`config.mk`:
```
export PLATFORM = sky130hd
export DESIGN_NAME = timed_lock_table
export DESIGN_NICKNAME = d
export VERILOG_FILES = /design/src/rtl/core/tlt_pkg.sv /design/src/rtl/core/tlt_ram.sv /design/src/rtl/core/timed_lock_table.sv
export SDC_FILE = /design/constraint.sdc
export NUM_CORES = 2
export LEC_CHECK = 0
export BUFFER_PORTS_ARGS = -buffer_cell sky130_fd_sc_hd__buf_2
export CORE_AREA = 2 2 631 633
export CTS_BUF_LIST = sky130_fd_sc_hd__clkbuf_8 sky130_fd_sc_hd__clkbuf_16
export CTS_CLUSTER_SIZE = 24
export DETAILED_ROUTE_END_ITERATION = 10
export DIE_AREA = 0 0 633 635
export PLACE_DENSITY = 0.68
export SETUP_SLACK_MARGIN = 0.02
export SYNTH_ARGS = -nofsm -noshare
export SYNTH_HDL_FRONTEND = slang
export SYNTH_HIERARCHICAL = 1
export SYNTH_MEMORY_MAX_BITS = 65536
export SYNTH_SLANG_ARGS = --single-unit
export TNS_END_PERCENT = 20
```
`constraint.sdc`:
```
create_clock -name clock -period 21.3 [get_ports clock]
set_input_delay 4.26 -clock clock [delete_from_list [all_inputs] [get_ports clock]]
set_output_delay 4.26 -clock clock [all_outputs]
set_load 0.01 [all_outputs]
```
`src/rtl/core/tlt_pkg.sv`:
```
// Shared constants and types for the timed lock table.
// No dependencies; used by the top level, the checkers and the bench.
package tlt_pkg;

   localparam int LOCK_ENTRIES = 64;
   localparam int IDX_W        = $clog2(LOCK_ENTRIES);
   localparam int SLOT_W       = 6;
   localparam int STATUS_W     = 2;
   localparam int RS_W         = 6;

   localparam int REQ_TDATA_W  = 80;
   localparam int RSP_TDATA_W  = 8;

   localparam logic [STATUS_W-1:0] ST_OK     = 2'd0;
   localparam logic [STATUS_W-1:0] ST_LOCKED = 2'd1;
   localparam logic [STATUS_W-1:0] ST_FULL   = 2'd2;

   localparam logic CMD_ACQUIRE = 1'b0;
   localparam logic CMD_RELEASE = 1'b1;

   localparam logic [15:0] DUR_RESET = 16'd300;

   typedef struct packed {
      logic [31:0] path;
      logic [7:0]  device;
      logic [31:0] expiry;
   } entry_type;

   localparam int ENTRY_W = $bits(entry_type);

endpackage

```
`src/rtl/core/tlt_ram.sv`:
```
// Generic single-port-write, single-port-read RAM with registered read.
// No dependencies.
module tlt_ram #(
   parameter int WIDTH = 8,
   parameter int DEPTH = 16
) (
   input  logic                     clock,
   input  logic                     wr_en,
   input  logic [$clog2(DEPTH)-1:0] wr_addr,
   input  logic [WIDTH-1:0]         wr_data,
   input  logic [$clog2(DEPTH)-1:0] rd_addr,
   output logic [WIDTH-1:0]         rd_data
);

   logic [WIDTH-1:0] mem [DEPTH];

   always_ff @(posedge clock) begin
      if (wr_en) begin
         mem[wr_addr] <= wr_data;
      end
      rd_data <= mem[rd_addr];
   end

endmodule

```
`src/rtl/core/timed_lock_table.sv`:
```
// Timed lock table: top level, control sequencer and per-entry valid bits.
// Depends on tlt_pkg and tlt_ram.
//
// Usage
// - req channel: one transfer per request. req_tuser is the command (acquire
//   or release); req_tdata carries path, device, current time and the slot to
//   release. req_tready is high only while the block is idle.
// - rsp channel: one transfer per request, status in rsp_tuser and slot in
//   rsp_tdata (slot is zero unless the status is granted/released).
// - csr port: csr_wr_en writes the lock duration; write only while idle.
// Sequence
// - acquire: one read per entry through the table RAM, highest index first,
//   then a drain step for the last read and a resolve step that writes back
//   any grant and loads the result into the output register.
// - release: no scan; the request goes straight to the resolve step.
// - one request in flight at a time; the next is taken once the result has
//   been loaded into the output register, even if it has not been taken yet.
// Reset
// - synchronous, active high. All valid bits clear at once, so every entry
//   reads as free straight away; no clearing pass. Duration returns to 300.
// Stall
// - a held result stays stable in the output register; the sequencer waits
//   in its resolve step until the register is free.
module timed_lock_table (
   input  logic        clock,
   input  logic        reset,
   // configuration
   input  logic        csr_wr_en,
   input  logic [15:0] csr_wr_data,   // lock_duration
   // request channel
   input  logic        req_tvalid,
   output logic        req_tready,
   input  logic [tlt_pkg::REQ_TDATA_W-1:0] req_tdata,
      // [31:0] path_id, [39:32] device_id, [71:40] now, [77:72] release_slot, rest 0
   input  logic        req_tuser,     // [0] cmd
   // result channel
   output logic        rsp_tvalid,
   input  logic        rsp_tready,
   output logic [tlt_pkg::RSP_TDATA_W-1:0] rsp_tdata,
      // [5:0] slot, [7:6] 0
   output logic [tlt_pkg::STATUS_W-1:0]    rsp_tuser  // [1:0] status
);

   localparam int N  = tlt_pkg::LOCK_ENTRIES;
   localparam int IW = tlt_pkg::IDX_W;

   // one-hot sequencer
   typedef enum logic [3:0] {
      S_IDLE  = 4'b0001,
      S_SCAN  = 4'b0010,
      S_DRAIN = 4'b0100,
      S_DONE  = 4'b1000
   } state_type;

   state_type state_ff, state_in;

   // lock duration register
   logic [15:0] dur_ff;

   // latched request
   logic                      req_cmd_ff;
   logic [31:0]               req_path_ff;
   logic [7:0]                req_dev_ff;
   logic [31:0]               req_now_ff;
   logic [tlt_pkg::RS_W-1:0]  req_rs_ff;

   // per-entry valid bits; an invalid entry reads as all zero (free)
   logic [N-1:0] valid_ff;

   // scan address and read pipeline
   logic [IW-1:0] addr_ff;
   logic          rd_pend_ff;
   logic [IW-1:0] rd_idx_ff;
   logic          rd_vbit_ff;

   // scan accumulators
   logic          match_ff;
   logic          free_found_ff;
   logic [IW-1:0] free_idx_ff;
   logic          exp_found_ff;
   logic [IW-1:0] exp_idx_ff;
   logic [N-1:0]  exp_mask_ff;

   // output register
   logic                         rsp_valid_ff;
   logic [tlt_pkg::STATUS_W-1:0] rsp_status_ff;
   logic [tlt_pkg::SLOT_W-1:0]   rsp_slot_ff;

   // RAM
   logic                   ram_wr_en;
   logic [IW-1:0]          pick_idx;
   tlt_pkg::entry_type     ram_wr_entry;
   logic [tlt_pkg::ENTRY_W-1:0] ram_rdata;
   tlt_pkg::entry_type     rd_entry;

   tlt_ram #(
      .WIDTH (tlt_pkg::ENTRY_W),
      .DEPTH (N)
   ) u_table (
      .clock   (clock),
      .wr_en   (ram_wr_en),
      .wr_addr (pick_idx),
      .wr_data (ram_wr_entry),
      .rd_addr (addr_ff),
      .rd_data (ram_rdata)
   );

   assign rd_entry = ram_rdata;

   // handshakes
   logic req_fire;
   logic done_fire;

   assign req_tready = (state_ff == S_IDLE);
   assign req_fire   = req_tvalid && req_tready;
   assign done_fire  = (state_ff == S_DONE) && (!rsp_valid_ff || rsp_tready);

   // per-entry checks on the word coming out of the RAM
   logic [31:0] e_path;
   logic [7:0]  e_dev;
   logic [31:0] e_exp;
   logic        e_free;
   logic        e_match;
   logic        e_expired;

   always_comb begin
      e_path    = rd_vbit_ff ? rd_entry.path   : 32'd0;
      e_dev     = rd_vbit_ff ? rd_entry.device : 8'd0;
      e_exp     = rd_vbit_ff ? rd_entry.expiry : 32'd0;
      e_free    = (e_exp == 32'd0);
      e_match   = !e_free && (e_exp >= req_now_ff) &&
                  (e_path == req_path_ff) && (e_dev == req_dev_ff);
      e_expired = (e_exp < req_now_ff);
   end

   // resolve step
   logic                         pick_ok;
   logic                         do_reclaim;
   logic [tlt_pkg::STATUS_W-1:0] res_status;
   logic [tlt_pkg::SLOT_W-1:0]   res_slot;
   logic [32:0]                  exp_sum;
   logic [31:0]                  exp_sat;
   logic [31:0]                  rs_wide;
   logic                         rs_in_range;
   logic [IW-1:0]                rs_idx;
   logic [31:0]                  pick_wide;

   always_comb begin
      exp_sum     = {1'b0, req_now_ff} + {17'd0, dur_ff};
      exp_sat     = exp_sum[32] ? 32'hFFFF_FFFF : exp_sum[31:0];
      rs_wide     = 32'(req_rs_ff);
      rs_in_range = rs_wide < 32'(N);
      rs_idx      = rs_wide[IW-1:0];

      pick_ok    = 1'b0;
      pick_idx   = free_idx_ff;
      do_reclaim = 1'b0;
      if (!match_ff) begin
         if (free_found_ff) begin
            pick_ok = 1'b1;
         end else if (exp_found_ff) begin
            pick_ok    = 1'b1;
            pick_idx   = exp_idx_ff;
            do_reclaim = 1'b1;
         end
      end
      pick_wide = 32'(pick_idx);

      if (req_cmd_ff == tlt_pkg::CMD_RELEASE) begin
         res_status = tlt_pkg::ST_OK;
         res_slot   = req_rs_ff;
      end else if (match_ff) begin
         res_status = tlt_pkg::ST_LOCKED;
         res_slot   = '0;
      end else if (pick_ok) begin
         res_status = tlt_pkg::ST_OK;
         res_slot   = pick_wide[tlt_pkg::SLOT_W-1:0];
      end else begin
         res_status = tlt_pkg::ST_FULL;
         res_slot   = '0;
      end

      ram_wr_en           = done_fire && (req_cmd_ff == tlt_pkg::CMD_ACQUIRE) && pick_ok;
      ram_wr_entry.path   = req_path_ff;
      ram_wr_entry.device = req_dev_ff;
      ram_wr_entry.expiry = exp_sat;
   end

   // sequencer
   always_comb begin
      state_in = state_ff;
      case (state_ff)
         S_IDLE: begin
            if (req_fire) begin
               state_in = (req_tuser == tlt_pkg::CMD_ACQUIRE) ? S_SCAN : S_DONE;
            end
         end
         S_SCAN: begin
            if (addr_ff == '0) begin
               state_in = S_DRAIN;
            end
         end
         S_DRAIN: begin
            state_in = S_DONE;
         end
         S_DONE: begin
            if (done_fire) begin
               state_in = S_IDLE;
            end
         end
         default: begin
            state_in = S_IDLE;
         end
      endcase
   end

   // control registers
   always_ff @(posedge clock) begin
      if (reset) begin
         state_ff     <= S_IDLE;
         dur_ff       <= tlt_pkg::DUR_RESET;
         valid_ff     <= '0;
         rd_pend_ff   <= 1'b0;
         rsp_valid_ff <= 1'b0;
      end else begin
         state_ff   <= state_in;
         rd_pend_ff <= (state_ff == S_SCAN);

         if (csr_wr_en) begin
            dur_ff <= csr_wr_data;
         end

         if (done_fire) begin
            if (req_cmd_ff == tlt_pkg::CMD_RELEASE) begin
               if (rs_in_range) begin
                  valid_ff[rs_idx] <= 1'b0;
               end
            end else if (pick_ok) begin
               // reclaim frees all expired entries; the picked one is retaken
               if (do_reclaim) begin
                  valid_ff <= (valid_ff & ~exp_mask_ff) | (N'(1) << pick_idx);
               end else begin
                  valid_ff[pick_idx] <= 1'b1;
               end
            end
         end

         if (done_fire) begin
            rsp_valid_ff <= 1'b1;
         end else if (rsp_tready) begin
            rsp_valid_ff <= 1'b0;
         end
      end
   end

   // datapath registers
   always_ff @(posedge clock) begin
      if (req_fire) begin
         req_cmd_ff    <= req_tuser;
         req_path_ff   <= req_tdata[31:0];
         req_dev_ff    <= req_tdata[39:32];
         req_now_ff    <= req_tdata[71:40];
         req_rs_ff     <= req_tdata[77:72];
         addr_ff       <= IW'(N - 1);
         match_ff      <= 1'b0;
         free_found_ff <= 1'b0;
         free_idx_ff   <= '0;
         exp_found_ff  <= 1'b0;
         exp_idx_ff    <= '0;
         exp_mask_ff   <= '0;
      end else begin
         if (state_ff == S_SCAN) begin
            addr_ff <= addr_ff - IW'(1);
         end
         if (rd_pend_ff) begin
            if (e_match) begin
               match_ff <= 1'b1;
            end
            // descending scan: first free seen is the highest
            if (e_free && !free_found_ff) begin
               free_found_ff <= 1'b1;
               free_idx_ff   <= rd_idx_ff;
            end
            // last expired seen is the lowest
            if (e_expired) begin
               exp_found_ff           <= 1'b1;
               exp_idx_ff             <= rd_idx_ff;
               exp_mask_ff[rd_idx_ff] <= 1'b1;
            end
         end
      end

      rd_idx_ff  <= addr_ff;
      rd_vbit_ff <= valid_ff[addr_ff];

      if (done_fire) begin
         rsp_status_ff <= res_status;
         rsp_slot_ff   <= res_slot;
      end
   end

   assign rsp_tvalid = rsp_valid_ff;
   assign rsp_tuser  = rsp_status_ff;
   assign rsp_tdata  = {2'b00, rsp_slot_ff};

endmodule

```
==> summary.txt <==
Flow run
  • Max Cap Viol: 0

Cells and area
  • Area delta synth->final: 12.1%
  • Most frequent cells in the layout: edfxtp_1, mux4_2, clkbuf_16
  • Post-layout nets: 9267
  • Finished Core Util: 53.6%
  • Layout cells sized above 1: 25.0%
  • Most common cell after layout, fill and taps aside: edfxtp_1

Floorplan
  • Die Y: 635 um
  • Die footprint: 402000 sq um
  • Overall die width: 633 um
  • Row cnt: 231
  • Initial Util: 47.8%
  • Core Box Area: 395000 sq um
  • I/O Pins: 114

STA
  • Slew Viols, Final: 0
  • Tcrit/Tclk final: 39.0%
  • Worst-Margin Slew: 1.34 ns
  • Final Setup Violations: 0
  • Slew margin rel.: 10.6%
  • RSZ-0062 raised after global routing: false
  • Post-route minimum period: 8.31 ns
  • Post-route setup TNS: 0 ns
  • Maximum clock rate: 120 MHz
  • Clk_skew: 0.0921 ns
  • Final hold viol count: 0
  • Final setup margin: 12.99 ns

Pwr
  • Combinational share of power: 6.0%
  • Sw power: 0.00443 W
  • Power Density: 96.2 nW/um^2
  • Worst vdd ir: 81.0 uV
  • Reg power frac: 53.9%
  • Sw frac: 21.8%
  • Clk pwr share: 40.1%
  • Internal: 0.0159 W
  • Lkg Pwr: 68.8 nW

Clocking
  • Clk root buf: clkbuf_16
  • Clock sinks: 4945
  • CTS resizes: 0
  • Clock Tree Buf Depth: 4
  • Clk_lat worst skew: 1.03 ns
  • Num CTS Buffers: 462
  • CTS clock-pin slew for the worst setup and hold paths: 0.06 ns
  • Post-CTS Setup Inserts: 0
  • # H-tree levels: 5
  • CTS tree: yes
  • CTS Hold Bufs: 0

Route
  • Avg WL per Cell: 35.2 um
  • DR vias: 97149
  • Post-route ant nets: 0
  • Vias/cell: 6.58
  • 1st-iter DRT viols: 14232
  • # DRC: 0
  • First drt pass iteration count: 7
  • DRT Wirelength: 520000 um

Run status
  • Status: finished, final reports clean

Setup path
  • Worst EP arrival: 8.92 ns
  • CP endpoint kind: flop
  • WS Path Type: in2reg
  • Worst path required time: 21.90 ns
  • Startpoint types: input port
  • Worst Reg-to-Reg Cells: 10
  • CP Max Fanout: 29

Place
  • Final GP Congestion: 0.826
  • Port Buffers: 109
  • Pre-CTS WS: 12.16 ns
  • Post-DP HPWL: 285000 um

Global routing
  • Initial antenna violation count: 25
  • Vias in the first global route: 95679
  • Global-route wire length before repair: 726000 um
  • Gr ovfl total: 0
  • Global Route Usage Sum: 25.5%
  • Largest net degree at the start of global routing: 130

Synth
  • Sequential area share after synthesis: 77.3%
  • Yosys warning count: 6
  • Flops & latches, synth: 4945
  • Synth Flop Type: edfxtp_1
  • Number of enable flip-flop cells after synthesis: 4695
  • Distinct cells, synth: 73
  • Asr flop ratio synth: 0%
  • Syn Std Cell Area: 189000 sq um
  • Average cell area after synthesis: 21.6 sq um
  • Gate Count Post-Synth: 8746

Worst hold path
  • Hold Path Cell Cnt: 2
  • Hold WC Path Type: reg2reg
per-layer routing:
layer | part of all wire, % | vias up | track usage [%]
met5 | 0.015 | - | 0
met3 | 11 | 992 | 5.04
met2 | 48 | 6289 | 40.8
met4 | 3.5 | 12 | 8.20
met1 | 37 | 51990 | 35.5
li1 | - | 37866 | -
worst max-delay path, cell delays in order:
cell and delay (ns):
buf_2 0.08, nand2b_1 0.16, nor3b_2 0.99, nand3_1 0.85, nor2_4 1.13, buf_4 0.69, buf_4 0.66
power groups by stage:
| stage | clock (W) | combinational (W) | sequential, W |
|---|---|---|---|
| after floorplan | 0 | 0.000766 | 0.0112 |
| after global placement | 0 | 0.00117 | 0.0112 |
| after detailed placement | 0 | 0.00122 | 0.0112 |
| after CTS | 0.00825 | 0.00122 | 0.0110 |
| after global routing | 0.00862 | 0.00131 | 0.0110 |
| final | 0.00817 | 0.00122 | 0.0110 |
cells by family (layout without fill, tap and decap cells):
group | count (synthesis) | after routing | synth area share (%)
fa+ha+maj | 51 | 51 | 0.342
other cells | 1 | 16 | 0.00199
buf+inv | 570 | 1335 | 1.40
simple gates | 773 | 773 | 1.95
compound gates | 1054 | 1054 | 4.02
mux | 1321 | 1321 | 14.8
flops | 4945 | 4945 | 77.3
xor+xnor | 31 | 31 | 0.144
final timing paths:
check	from	endpoint	slack, ns
setup / recovery	rsp_tready	u_table/mem[5][17]	12.99
hold / removal	exp_mask_ff[29]	exp_mask_ff[29]	0.45
setup reg to reg	addr_ff[0]	u_table/rd_data[51]	14.16
hold reg to reg	exp_mask_ff[29]	exp_mask_ff[29]	0.45
stage by stage:
step | total power, W | hold slack, ns | std cells | instance area [sq um]
after global routing | 0.0209 | 0.469 | 14755 | 212000
after detailed placement | 0.0124 | 0.437 | 13892 | 197000
final | 0.0204 | 0.452 | 14768 | 212000
after global placement | 0.0123 | 0.430 | 13892 | 197000
after CTS | 0.0204 | 0.451 | 14754 | 212000
after floorplan | 0.0120 | 0.344 | 8747 | 189000
synthesized netlist by cell type, types with 8 or more instances:
cell,count,area (sq um)
a211oi_1,76,571
a21o_1,20,150
a21oi_1,96,480
a22oi_1,363,2730
a31oi_1,8,50.1
and2_1,34,213
buf_1,44,165
buf_2,194,971
buf_4,59,443
clkbuf_1,204,766
dfxtp_1,250,5000
edfxtp_1,4695,141000
ha_1,50,626
inv_1,64,240
mux2_2,8,90.1
mux2i_1,140,1400
mux4_2,1168,26300
nand2_1,220,826
nand2b_1,20,125
nand3_1,145,726
nand3b_1,31,233
nand4_1,16,100
nor2_1,203,762
nor2b_1,21,131
nor3_1,16,80.1
nor4_1,16,100
o211a_1,72,721
o21ai_0,96,480
o221ai_1,55,482
o22ai_1,153,957
o31ai_1,8,60.1
o41ai_1,64,561
or2_2,8,50.1
or3_1,9,56.3
xnor2_1,22,193
xor2_1,9,78.8
area by class of cell:
type                       count  area, sq um
antenna                       14         35.0
clock buffer                 496        12100
clock inverter               366         2980
fill                       29523       183000
inverter                      65          249
multi-input combinational   3232        40800
sequential                  4945       146000
tap                         5242         6560
timing repair buffer         408         2930
sequential cells by signal (all words and copies together) (netlist names), 6 cells and up:
register         count
rd_idx_ff            6
valid_ff            64
req_path_ff         32
free_idx_ff          6
rsp_slot_ff          6
dur_ff              16
u_table/mem       4608
req_dev_ff           8
req_rs_ff            6
req_now_ff          32
exp_mask_ff         64
addr_ff              6
exp_idx_ff           6
u_table/rd_data     72
No activity file was read; power rests on OpenSTA's default activity.
